`src/sv/dcm2q_pkg.sv`:
```
package dcm2q_pkg;

  localparam int MAG_W       = 33;
  localparam int LANES       = 3;
  localparam int QUEUE_DEPTH = 4;

  localparam logic [1:0] PIV_S = 2'd0;
  localparam logic [1:0] PIV_X = 2'd1;
  localparam logic [1:0] PIV_Y = 2'd2;
  localparam logic [1:0] PIV_Z = 2'd3;

  // One classified matrix: pivot, squared-term magnitude and the three
  // off-diagonal numerators of the non-pivot components, in ascending order.
  typedef struct packed {
    logic [1:0]                  pivot;
    logic                        degen;
    logic [MAG_W-1:0]            s_mag;
    logic [LANES-1:0]            neg;
    logic [LANES-1:0][MAG_W-1:0] mag;
  } dq_item_t;

endpackage

```
`src/sv/dcm2q_queue.sv`:
```
module dcm2q_queue (
  input  logic                clk,
  input  logic                rst,
  input  logic                push_valid,
  output logic                push_ready,
  input  dcm2q_pkg::dq_item_t push_item,
  output logic                pop_valid,
  input  logic                pop_ready,
  output dcm2q_pkg::dq_item_t pop_item
);
  import dcm2q_pkg::*;

  localparam int PW = $clog2(QUEUE_DEPTH);

  dq_item_t       slots [QUEUE_DEPTH];
  logic [PW-1:0]  wr_ptr, rd_ptr;
  logic [PW:0]    count;
  logic           push, pop;

  assign push_ready = (count != (PW+1)'(QUEUE_DEPTH));
  assign pop_valid  = (count != '0);
  assign push       = push_valid && push_ready;
  assign pop        = pop_valid && pop_ready;
  assign pop_item   = slots[rd_ptr];

  always_ff @(posedge clk) begin
    if (rst) begin
      wr_ptr <= '0;
      rd_ptr <= '0;
      count  <= '0;
    end else begin
      if (push) begin
        wr_ptr <= wr_ptr + 1'b1;
      end
      if (pop) begin
        rd_ptr <= rd_ptr + 1'b1;
      end
      if (push && !pop) begin
        count <= count + 1'b1;
      end else if (pop && !push) begin
        count <= count - 1'b1;
      end
    end
  end

  always_ff @(posedge clk) begin
    if (push) begin
      slots[wr_ptr] <= push_item;
    end
  end

endmodule

```
`config.mk`:
```
export PLATFORM = sky130hd
export DESIGN_NAME = dcm2q_queue
export DESIGN_NICKNAME = d
export VERILOG_FILES = /design/src/sv/dcm2q_pkg.sv /design/src/sv/dcm2q_queue.sv
export SDC_FILE = /design/constraint.sdc
export NUM_CORES = 1
export LEC_CHECK = 0
export BUFFER_PORTS_ARGS = -buffer_cell sky130_fd_sc_hd__buf_2
export CAP_MARGIN = 20
export CORE_UTILIZATION = 53
export CTS_BUF_LIST = sky130_fd_sc_hd__clkbuf_16
export CTS_CLUSTER_DIAMETER = 80
export DETAILED_ROUTE_END_ITERATION = 6
export GPL_ROUTABILITY_DRIVEN = 0
export GPL_TIMING_DRIVEN = 0
export PLACE_DENSITY = 0.78
export SLEW_MARGIN = 5
export SYNTH_ARGS = -nofsm -noshare
export SYNTH_HDL_FRONTEND = slang
export SYNTH_SLANG_ARGS = --single-unit
```
`constraint.sdc`:
```
create_clock -name clk -period 5.45 [get_ports clk]
set_clock_uncertainty 0.05 [all_clocks]
set_input_delay 0.2725 -clock clk [delete_from_list [all_inputs] [get_ports clk]]
set_output_delay 0.2725 -clock clk [all_outputs]
set_load 0.05 [all_outputs]
```
==> impl_metrics.json <==
{
  "io_buffers": 280,
  "endpoint_kind": "output port",
  "start_kind": "flop",
  "status": "finished clean",
  "met1_usage_pct": 27.92,
  "peakVddDrop_mv": 0.3888,
  "mostFrequentLayoutCell": "edfxtp_1",
  "grt_pass1_wl_mm": 62.63,
  "clock.fmax_ghz": 0.3257,
  "syn_area_um2": 20490,
  "synth_area_leaders": "edfxtp_1 81%, mux4_2 15%, buf_12 1.1%",
  "yosysWarnings": 0,
  "drv_cap": 0,
  "busiest_layer": "met2",
  "routed-via-count": 9849,
  "rsz0062_at_grt": "false",
  "timing.final.crit_share_pct": 56.34,
  "die_x_um": 198.6,
  "yosys.area.top_type": "edfxtp_1",
  "worst_hold_path.num_cells": 4,
  "drive_gt1_share_pct": 41.49,
  "mostFrequentLayoutCells": "552 x edfxtp_1, 293 x buf_2, 140 x dlygate4sd3_1, 138 x mux4_2, 55 x clkbuf_16",
  "via_per_inst": 5.450,
  "cts_buffers": 54,
  "cts_sinks": 561,
  "cts_tree": "done",
  "grt_max_degree": 55,
  "hold_class": "primary input to flop",
  "start_util_pct": 54.16,
  "hold_violations": 0,
  "r2r_cells": 5,
  "synth_cells": 769,
  "critPathMaxFanout": 10,
  "dp_hpwl_mm": 23.30,
  "clk_path_buf_depth": 3,
  "grt_usage_pct": 21.81,
  "avgSynthCellArea_um2": 26.65,
  "drv_slew": 0,
  "grt_use_met2_pct": 36.97,
  "clock_latency_ns": 0.58,
  "die_h_um": 198.6,
  "cp.required_ns": 5.13,
  "relSlewSlack_pct": 37.46,
  "grt_pass1_vias": 10560,
  "fin_cells": 1807,
  "p_leak_uw": 0.008858,
  "detail-route-antenna-nets": 0,
  "seq_area_frac_synth_pct": 81.76,
  "arrival_ns": 2.75,
  "cts_resized": 0,
  "htree_num_levels": 2,
  "p_total_uw": 13510,
  "drt_pass1_iterations": 4,
  "dieArea_um2": 39460,
  "ioPinCount": 282,
  "postRouteWirelength_mm": 42.21,
  "ys_types": 24,
  "grt_use_met3_pct": 5.171,
  "path_clk_slew_ns": 0.06,
  "ctsRootBufferMaster": "clkbuf_16",
  "fin_crit_ns": 3.071,
  "synthesis.nets": 917,
  "num_rows": 71,
  "setup_viol": 0,
  "syn2layout_area_growth_pct": 26.51,
  "cts_setup_buffers": 0,
  "synth.top_cell.area_share_pct": 80.88,
  "synth-seq-cells": 561,
  "final_util_pct": 68.51,
  "grt_overflow": 0,
  "critical_path_class": "flop to output port",
  "wire_per_inst_um": 23.36,
  "power.density_nw_per_um2": 521.1,
  "fin_nets": 1401,
  "antenna_found_initial": 3,
  "placedCellCount": 1568,
  "core_um2": 37840,
  "tightest_slew_ns": 0.9381,
  "dr.first_iter.drc_count": 619,
  "drcViolationCount": 0
}
## path summary, 6_finish.rpt
path,from,end,slack [ns]
min,pop_ready,rd_ptr[0]$_SDFFE_PP0P_,0.03
max,flop,pop_item[72],2.38
max reg2reg,count[0]$_SDFFE_PP0P_,slots[2][44]$_DFFE_PP_,2.66
min reg2reg,rd_ptr[0]$_SDFFE_PP0P_,rd_ptr[0]$_SDFFE_PP0P_,0.48
## report_power, final
part	internal, uW	switching [uW]	leakage (uW)	total (uW)
clock network	2160	1530	0.000881	3690
logic	1460	3010	0.00284	4470
registers	5240	120	0.00513	5350
## timing repair
action                                 in CTS  in global routing
setup endpoints to repair                   0                  0
endpoints found under the hold margin     556                  0
hold buffers                              140                  0
## cells by family after synthesis
group	count (synthesis)	share of synthesized area, %
compound gates	5	0.1831
simple gates	17	0.4090
xor+xnor	4	0.1709
mux	141	15.32
flops	561	81.76
fa+ha+maj	6	0.4029
buf+inv	35	1.758
## state kept, by name, indices dropped and copies added (netlist names), named ones only
signal and flops:
wr_ptr 2, slots 552, count 3, rd_ptr 2
## per-stage QoR
step | setup TNS, ns | hold WS (ns) | instance area, um2 | setup WS, ns
finish | 0 | 0.03380 | 25930 | 2.379
global route | 0 | 0.03301 | 25920 | 2.251
floorplan | 0 | 0.3214 | 20490 | 0.9158
CTS | 0 | 0.006035 | 25920 | 2.271
detailed placement | 0 | 0.4373 | 22770 | 2.666
global placement | -952.83 | 0.4325 | 22540 | -1.764
## cell type report
type / instances / area (um2)
Sequential cell: 561 / 16760
Fill cell: 2308 / 11920
Multi-Input combinational cell: 173 / 3388
Timing Repair Buffer: 428 / 3023
Clock buffer: 55 / 1376
Tap cell: 511 / 639.4
Clock inverter: 40 / 375.4
Buffer: 32 / 349.1
Inverter: 3 / 11.26
Antenna cell: 4 / 10.01
## worst max-delay path, stage by stage, from the launching register on
cell and delay (ns):
dfxtp_1 0.35, clkbuf_1 0.71, buf_2 0.45, mux4_2 0.40, buf_2 0.24
## cells in the mapped netlist
library cell,count
mux2i_1,2
a21oi_1,1
buf_12,11
or3_1,2
inv_1,3
a21boi_2,1
buf_6,4
dfxtp_1,9
fa_1,1
clkbuf_1,3
o21ai_0,1
nand2b_1,2
mux4_2,138
o311ai_0,1
o31ai_1,1
nor2_1,8
and2_1,4
buf_4,1
ha_1,5
nand2_1,1
xor2_1,4
buf_2,13
mux2_2,1
edfxtp_1,552
## layer usage
metal  vias to the layer above  wire (um)
met4                         0        980
met5                         -          0
li1                       4312          -
met1                      5111      16460
met3                        60       2986
met2                       366      21790
(Power assumes the default switching activity.)
