$ cat config.mk
export PLATFORM = sky130hd
export DESIGN_NAME = dcm2q_front_flat
export DESIGN_NICKNAME = d
export VERILOG_FILES = /design/src/sv/dcm2q_pkg.sv /design/src/sv/dcm2q_if.sv /design/src/sv/dcm2q_front.sv /design/src/flat_wrapper.sv
export SDC_FILE = /design/constraint.sdc
export NUM_CORES = 1
export LEC_CHECK = 0
export ABC_AREA = 0
export BUFFER_PORTS_ARGS = -buffer_cell sky130_fd_sc_hd__buf_4
export CORE_MARGIN = 4
export CORE_UTILIZATION = 56
export CTS_BUF_LIST = sky130_fd_sc_hd__clkbuf_2
export CTS_CLUSTER_SIZE = 20
export DETAILED_ROUTE_END_ITERATION = 8
export GPL_TIMING_DRIVEN = 1
export PLACE_DENSITY_LB_ADDON = 0.05
export RECOVER_POWER = 100
export SLEW_MARGIN = 5
export SYNTH_ARGS = -nofsm -noshare
export SYNTH_HDL_FRONTEND = slang
export SYNTH_SLANG_ARGS = --single-unit
$ cat constraint.sdc
create_clock -name clk -period 20.9 [get_ports clk]
set_clock_uncertainty 0.1 [all_clocks]
set_input_delay 2.09 -clock clk [delete_from_list [all_inputs] [get_ports clk]]
set_output_delay 2.09 -clock clk [all_outputs]
set_load 0.03 [all_outputs]
$ cat src/sv/dcm2q_pkg.sv
package dcm2q_pkg;

  localparam int MAG_W       = 33;
  localparam int LANES       = 3;
  localparam int QUEUE_DEPTH = 4;

  localparam logic [1:0] PIV_S = 2'd0;
  localparam logic [1:0] PIV_X = 2'd1;
  localparam logic [1:0] PIV_Y = 2'd2;
  localparam logic [1:0] PIV_Z = 2'd3;

  // One classified matrix: pivot, squared-term magnitude and the three
  // off-diagonal numerators of the non-pivot components, in ascending order.
  typedef struct packed {
    logic [1:0]                  pivot;
    logic                        degen;
    logic [MAG_W-1:0]            s_mag;
    logic [LANES-1:0]            neg;
    logic [LANES-1:0][MAG_W-1:0] mag;
  } dq_item_t;

endpackage

$ cat src/sv/dcm2q_if.sv
interface dcm2q_in_if;
  logic               valid;
  logic               ready;
  logic signed [31:0] m00;
  logic signed [31:0] m01;
  logic signed [31:0] m02;
  logic signed [31:0] m10;
  logic signed [31:0] m11;
  logic signed [31:0] m12;
  logic signed [31:0] m20;
  logic signed [31:0] m21;
  logic signed [31:0] m22;

  modport source (output valid, m00, m01, m02, m10, m11, m12, m20, m21, m22,
                  input ready);
  modport sink (input valid, m00, m01, m02, m10, m11, m12, m20, m21, m22,
                output ready);
endinterface


$ cat src/sv/dcm2q_front.sv
module dcm2q_front #(
  parameter int FRAC_BITS = 30
) (
  input  logic                clk,
  input  logic                rst,
  dcm2q_in_if.sink            mat,
  output logic                item_valid,
  input  logic                item_ready,
  output dcm2q_pkg::dq_item_t item
);
  import dcm2q_pkg::*;

  localparam logic signed [34:0] ONE = 35'sd1 <<< FRAC_BITS;

  logic               adv;
  logic signed [34:0] e00, e11, e22;
  logic signed [34:0] s0, s1, s2, s3, s_max;
  logic [1:0]         piv;
  logic signed [32:0] dp, dq, dr, da, db, dc;
  logic signed [32:0] d0, d1, d2;
  dq_item_t           item_next;

  assign adv       = !item_valid || item_ready;
  assign mat.ready = adv;

  always_comb begin
    e00 = 35'(mat.m00);
    e11 = 35'(mat.m11);
    e22 = 35'(mat.m22);
    s0  = ONE + e00 + e11 + e22;
    s1  = ONE + e00 - e11 - e22;
    s2  = ONE - e00 + e11 - e22;
    s3  = ONE - e00 - e11 + e22;
    // first of the largest wins on a tie
    piv   = PIV_S;
    s_max = s0;
    if (s1 > s_max) begin
      piv   = PIV_X;
      s_max = s1;
    end
    if (s2 > s_max) begin
      piv   = PIV_Y;
      s_max = s2;
    end
    if (s3 > s_max) begin
      piv   = PIV_Z;
      s_max = s3;
    end
    dp = 33'(mat.m12) - 33'(mat.m21);
    dq = 33'(mat.m20) - 33'(mat.m02);
    dr = 33'(mat.m01) - 33'(mat.m10);
    da = 33'(mat.m01) + 33'(mat.m10);
    db = 33'(mat.m20) + 33'(mat.m02);
    dc = 33'(mat.m12) + 33'(mat.m21);
    case (piv)
      PIV_S: begin
        d0 = dp; d1 = dq; d2 = dr;
      end
      PIV_X: begin
        d0 = dp; d1 = da; d2 = db;
      end
      PIV_Y: begin
        d0 = dq; d1 = da; d2 = dc;
      end
      default: begin
        d0 = dr; d1 = db; d2 = dc;
      end
    endcase
    item_next.pivot  = piv;
    item_next.degen  = (s_max <= 35'sd0);
    item_next.s_mag  = item_next.degen ? '0 : s_max[MAG_W-1:0];
    item_next.neg    = {d2[32], d1[32], d0[32]};
    item_next.mag[0] = d0[32] ? 33'(-d0) : 33'(d0);
    item_next.mag[1] = d1[32] ? 33'(-d1) : 33'(d1);
    item_next.mag[2] = d2[32] ? 33'(-d2) : 33'(d2);
  end

  always_ff @(posedge clk) begin
    if (rst) begin
      item_valid <= 1'b0;
    end else if (adv) begin
      item_valid <= mat.valid;
    end
  end

  always_ff @(posedge clk) begin
    if (adv && mat.valid) begin
      item <= item_next;
    end
  end

endmodule

$ cat src/flat_wrapper.sv
// flat-port wrapper written by rule: the top's interface ports become plain ports
module dcm2q_front_flat import dcm2q_pkg::*;
#(
  parameter int FRAC_BITS = 30
)
  (clk, rst, item_valid, item_ready, item, mat_valid, mat_m00, mat_m01, mat_m02, mat_m10, mat_m11, mat_m12, mat_m20, mat_m21, mat_m22, mat_ready);
  dcm2q_in_if mat_i ();
  input  logic clk;
  input  logic rst;
  output logic item_valid;
  input  logic item_ready;
  output dcm2q_pkg::dq_item_t item;
  input wire logic [$bits(mat_i.valid)-1:0] mat_valid;
  input wire logic [$bits(mat_i.m00)-1:0] mat_m00;
  input wire logic [$bits(mat_i.m01)-1:0] mat_m01;
  input wire logic [$bits(mat_i.m02)-1:0] mat_m02;
  input wire logic [$bits(mat_i.m10)-1:0] mat_m10;
  input wire logic [$bits(mat_i.m11)-1:0] mat_m11;
  input wire logic [$bits(mat_i.m12)-1:0] mat_m12;
  input wire logic [$bits(mat_i.m20)-1:0] mat_m20;
  input wire logic [$bits(mat_i.m21)-1:0] mat_m21;
  input wire logic [$bits(mat_i.m22)-1:0] mat_m22;
  output wire logic [$bits(mat_i.ready)-1:0] mat_ready;
  assign mat_i.valid = mat_valid;
  assign mat_i.m00 = mat_m00;
  assign mat_i.m01 = mat_m01;
  assign mat_i.m02 = mat_m02;
  assign mat_i.m10 = mat_m10;
  assign mat_i.m11 = mat_m11;
  assign mat_i.m12 = mat_m12;
  assign mat_i.m20 = mat_m20;
  assign mat_i.m21 = mat_m21;
  assign mat_i.m22 = mat_m22;
  assign mat_ready = mat_i.ready;
  dcm2q_front #(.FRAC_BITS(FRAC_BITS)) u_core (.clk(clk), .rst(rst), .mat(mat_i), .item_valid(item_valid), .item_ready(item_ready), .item(item));
endmodule
==> results of run 1 <==
worst max-delay path by stage:
stage | endpoint | cells past startpoint | from | slack, ns
floorplan | u_core.item[16] | 95 | mat_m00[0] | 1.38
global placement | u_core.item[62] | 89 | mat_m00[0] | 0.83
detailed placement | u_core.item[62] | 89 | mat_m00[0] | 0.34
CTS | u_core.item[62] | 89 | mat_m00[0] | 1.32
global route | u_core.item[60] | 88 | mat_m00[0] | 0.07
finish | u_core.item[72] | 80 | mat_m00[0] | 1.44
kinds of logic after synthesis:
family	count (synthesis)	share of synthesized area (%)
DFF	139	11.9
and+or+nand+nor	1379	19.0
buffers and inverters	580	6.34
AOI/OAI and AO/OA	1425	26.8
xor gates and xnor gates	511	12.9
adders and majority gates	601	21.8
muxes	44	1.30
metal layers:
layer / part of all wire (%) / vias up / GRT usage (%)
li1: - / 17400 / -
met4: 5.8 / 6 / 18.3
met3: 6.6 / 367 / 3.90
met1: 39 / 16800 / 42.5
met5: 0.032 / - / 0
met2: 49 / 1417 / 64.9
synthesized netlist by cell type, types with 14 or more instances:
master,instances,area [um^2]
a211o_1,18,158
a211oi_1,35,263
a21boi_0,19,143
a21o_1,113,848
a21oi_1,442,2210
a221o_1,19,190
a221oi_1,24,210
a22o_1,23,201
a22oi_1,28,210
a31oi_1,80,500
and2_1,36,225
and3_1,52,325
buf_1,15,56.3
buf_2,17,85.1
clkbuf_1,133,499
edfxtp_1,138,4140
fa_1,14,280
ha_1,582,7280
inv_1,410,1540
mux2i_1,41,410
nand2_1,264,991
nand2b_1,72,450
nand3_1,89,445
nand4_1,42,263
nor2_1,476,1790
nor2b_1,76,475
nor3_1,127,636
nor4_1,28,175
o211ai_1,39,293
o21a_1,45,338
o21ai_0,249,1250
o21bai_1,70,526
o31a_1,15,131
o31ai_1,24,180
o41ai_1,14,123
or2_2,17,106
or3_1,46,288
xnor2_1,351,3070
xor2_1,157,1380
layout make-up:
cell class | instances | area (um^2)
clock inverter | 15 | 155
sequential | 139 | 4160
clock buffer | 17 | 85.1
timing repair buffer | 461 | 2910
antenna | 3 | 7.51
inverter | 412 | 1550
tap | 837 | 1050
fill | 5959 | 23300
multi-input combinational | 3960 | 28600
sequential cells by signal (all words and copies together), names as in the netlist:
| name | flops |
|---|---|
| u_core.item_valid | 1 |
| u_core.item | 138 |
through the flow:
step | hold WS, ns | worst slack, ns | cell area (um^2) | cells
after global routing | 0.479 | 0.0654 | 38500 | 5844
after floorplan | 0.760 | 1.38 | 35000 | 4679
after detailed placement | 0.429 | 0.344 | 38900 | 5809
after global placement | 0.421 | 0.828 | 38900 | 5809
after CTS | 0.456 | 1.32 | 39100 | 5841
final | 0.443 | 1.44 | 38500 | 5844
worst max-delay path, delay by kind of cell:
| kind | cells | cell delay (ns) |
|---|---|---|
| fa+ha+maj | 7 | 2.29 |
| simple gates | 12 | 1.52 |
| compound gates | 50 | 10.93 |
| xor+xnor | 2 | 0.30 |
| buf+inv | 9 | 2.83 |
==> metrics.txt, run 1 <==
outcome finished with violations; failing checks max-capacitance violations, max-slew violations; # DRC 0; CTS Sinks 139; GR Overflow Total 0; Site Rows 91; total of max-cap violations 5; die height 258 um; RSZ-0062 raised after global routing no; Top FF cell, synth edfxtp_1; synthesized net count 5567; CTS H-tree lvls 4; Tmin final 19.46 ns; Crit-path slowest cell clkbuf_1; synth-to-layout area growth 10.2%; Gate Count Post-Synth 4679; Worst slew margin -138%; synth warn 0; Reg-to-Reg End u_core.item[67]; Hold Path Cell Cnt 2; initial antenna violation count 4; element type at the critical path end flop; max-slew violation count 227; first-pass GRT wire length 190000 um; number of global-route vias before repair 33700; clock-pin slew on the worst setup and hold paths 0.30 ns; crit-path max cell delay 0.82 ns; crit start category input port; fin crit share 93.1%; register area share after synthesis 11.9%; chip width 258 um; Final #Nets 5879; GPL Wtd Cong 1.06; Clock Latency Late Sink 0.93 ns; hold crit path type reg2reg; clk root buf clkbuf_2; Port-buffer cells 431; cell mode on critical path a21oi_1; Hold Vio Cnt, Final 0; largest net degree at the start of global routing 52; critical path class in2reg; TNS Setup 0 ns; Via Count 36000; count of state elements after synthesis 139; clk buf depth 2; CORE AREA 61800 um^2; syn_area_per_cell 7.48 um^2; I/O Pins 432; effective utilization at floorplan 56.6%; CP arrival 20.02 ns; CTS tree done; depth of the most critical reg-to-reg path 3; DRT iter0 DRCs 3128; first-pass iteration count of the detailed router 9; final setup vio count 0; Post-DRT Antenna Nets 0; GR Util All Layers 36.1%; Worst Hold Path EP u_core.item_valid; Max Fclk 51.4 MHz; number of synthesized flops with an enable pin 138; share of layout cells above drive strength 1 8.77%; Cell Area, Synth 35000 um^2; Wirelength per Cell 22.0 um; FF-to-FF Start u_core.item_valid; postcts setup bufs 0; worst slew pin tran 3.57 ns; Worst EP required 21.46 ns; post-DP HPWL 110000 um; CTS resizes 0; cts hold-fix bufs 0; commonest non-fill, non-tap cell in the layout ha_1; reg2reg setup slack 15.13 ns; Post-Route Utilization 62.3%; unique cell type count in the Yosys netlist 112; Async S/R FF share, synth 0%; final WL 128000 um; die area 66500 um^2; HP Start u_core.item_valid; Critical Path Fanout Max 37; Vias/cell 6.15; most frequent cells in the layout ha_1, nor2_1, a21oi_1; TritonCTS Buffers 17
Power of run 1 is not shown: default switching activity piles up to over one toggle a cycle in this logic, so the estimate is an artifact.
==> run 2, diff against run 1 <==
--- a/config.mk
+++ b/config.mk
@@ -7,12 +7,13 @@
 export LEC_CHECK = 0
 export ABC_AREA = 0
 export BUFFER_PORTS_ARGS = -buffer_cell sky130_fd_sc_hd__buf_4
-export CORE_MARGIN = 4
+export CORE_MARGIN = 2
 export CORE_UTILIZATION = 56
 export CTS_BUF_LIST = sky130_fd_sc_hd__clkbuf_2
 export CTS_CLUSTER_SIZE = 20
 export DETAILED_ROUTE_END_ITERATION = 8
 export GPL_TIMING_DRIVEN = 1
+export MAX_ROUTING_LAYER = met4
 export PLACE_DENSITY_LB_ADDON = 0.05
 export RECOVER_POWER = 100
 export SLEW_MARGIN = 5
==> run 2 against run 1 <==
The flow still finishes with violations (max-capacitance violations, max-slew violations). Sequential cell count unchanged. Hold slack worse by 0.015 ns. Largest cell class unchanged. Via count up 0.28%. Critical path type unchanged.
==> metrics.txt, run 2 (synthesis results as in run 1) <==
Crit-path slowest cell a2111oi_2; Final #Nets 5888 (+0.15%); final setup vio count 0 (unchanged); Post-DRT Antenna Nets 0 (unchanged); Critical Path Fanout Max 38 (+2.7%); FILL cells 5848 (-1.9%); Reg-to-Reg End u_core.item[14]; most frequent cells in the layout ha_1, nor2_1, a21oi_1; Hold Vio Cnt, Final 0 (unchanged); number of global-route vias before repair 33900 (+0.62%); TritonCTS Buffers 17 (unchanged); number of flip-flops in the largest register 138 (unchanged); critical path class in2reg; clk root buf clkbuf_2; CTS tree done; Clock Latency Late Sink 0.89 ns (-0.04 ns); # DRC 0 (unchanged); crit start category input port; DRT iter0 DRCs 2953 (-5.6%); reg2reg setup slack 13.34 ns (-1.79 ns); commonest non-fill, non-tap cell in the layout ha_1; CP arrival 20.11 ns (+0.09 ns); biggest regs u_core.item: 138 flops, u_core.item_valid: 1 flops; chip width 254 um (-1.6%); clock-pin slew on the worst setup and hold paths 0.28 ns (-0.02 ns); Via Count 36100 (+0.28%); Vias/cell 6.16 (+0.11%); first-pass GRT wire length 191000 um (+0.24%); hold crit path type reg2reg; GPL Wtd Cong 1.09 (+2.6%); crit path to u_core.item[62]; WP buf/inv 9 (unchanged); most flop-heavy register u_core.item; outcome finished with violations; CP top delay family compound AO/OA/AOI/OAI gates; CP Launch Point mat_m00[0]; crit-path max cell delay 0.52 ns (-0.30 ns); Worst EP required 21.41 ns (-0.05 ns); share of layout cells above drive strength 1 9.10% (+0.32 points); depth of the most critical reg-to-reg path 4 (+1); max-slew violation count 177 (-22%); CP Depth 86 (+7.5%); cts hold-fix bufs 0 (unchanged); GR Overflow Total 0 (unchanged); Post-Route Utilization 62.8% (+0.44 points); RSZ-0062 raised after global routing no; FF-to-FF Start u_core.item_valid; CTS H-tree lvls 4 (unchanged); die area 64500 um^2 (-3.1%); GR Util All Layers 39.4% (+3.3 points); first-pass iteration count of the detailed router 6 (-3); initial antenna violation count 3 (-1); CORE AREA 61700 um^2 (-0.18%); fin crit share 93.8% (+0.67 points); die height 254 um (-1.6%); worst slew pin tran 3.32 ns (-0.257 ns); Tmin final 19.59 ns (+0.139 ns); total of max-cap violations 4 (-1); synth-to-layout area growth 10.7%; final WL 129000 um (+0.18%); I/O Pins 432 (unchanged); Wirelength per Cell 22.0 um (about the same); HP Start u_core.item_valid; post-DP HPWL 109000 um (-0.68%); Max Fclk 51.0 MHz (-0.71%); largest net degree at the start of global routing 67 (+29%); failing checks max-capacitance violations, max-slew violations; Port-buffer cells 431 (unchanged); clk buf depth 2 (unchanged); Worst slew margin -121% (+17 points); effective utilization at floorplan 56.7% (+0.10 points); Site Rows 91 (unchanged); element type at the critical path end flop; CTS Sinks 139 (unchanged)
run 2: per-stage QoR:
step / cell area (um^2) / worst slack (ns) / setup TNS (ns) / std cells / hold WS [ns]
after floorplan: 35000 / 1.38 / 0 / 4679 / 0.760
after global placement: 38900 / 0.223 / 0 / 5814 / 0.417
after detailed placement: 38900 / -0.0278 / -0.0410 / 5814 / 0.418
after CTS: 39200 / 0.874 / 0 / 5846 / 0.451
after global routing: 38700 / 0.0218 / 0 / 5853 / 0.472
final: 38700 / 1.31 / 0 / 5854 / 0.428
run 2: area by class of cell:
class | count | area, um^2 | area share [%]
repair buffers | 470 | 3010 | 7.77
clock inverters | 15 | 209 | 0.539
well taps | 837 | 1050 | 2.70
flip-flops and latches | 139 | 4160 | 10.7
multi-input cells | 3960 | 28700 | 74.0
clock buffers | 17 | 85.1 | 0.220
diodes | 4 | 10.0 | 0.0258
inverters | 412 | 1550 | 3.99
run 2: tightest hold or removal path, stage by stage (launching register included):
cell,delay [ns]
dfxtp_1,0.38
nand2b_1,0.09
a21oi_1,0.07
run 2: routing by layer:
metal / track usage [%] / vias up / wire (um)
met4: 24.5 / 0 / 9340
met3: 5.12 / 420 / 8470
met5: - / - / 0
met2: 67.2 / 1521 / 61100
li1: - / 17400 / -
met1: 43.7 / 16700 / 49600
run 2: worst min-delay path by stage:
| stage | end | slack (ns) | depth (start not counted) |
|---|---|---|---|
| finish | u_core.item_valid | 0.43 | 2 |
| global route | u_core.item_valid | 0.47 | 2 |
| CTS | u_core.item_valid | 0.45 | 2 |
| detailed placement | u_core.item_valid | 0.42 | 2 |
| global placement | u_core.item_valid | 0.42 | 2 |
| floorplan | u_core.item_valid | 0.76 | 2 |
run 2: timing repair:
item	4_1_cts	5_1_grt
setup endpoints to repair	0	72
buffers inserted	0	4
resized for setup	0	5
Power of run 2 is left out for the same reason.
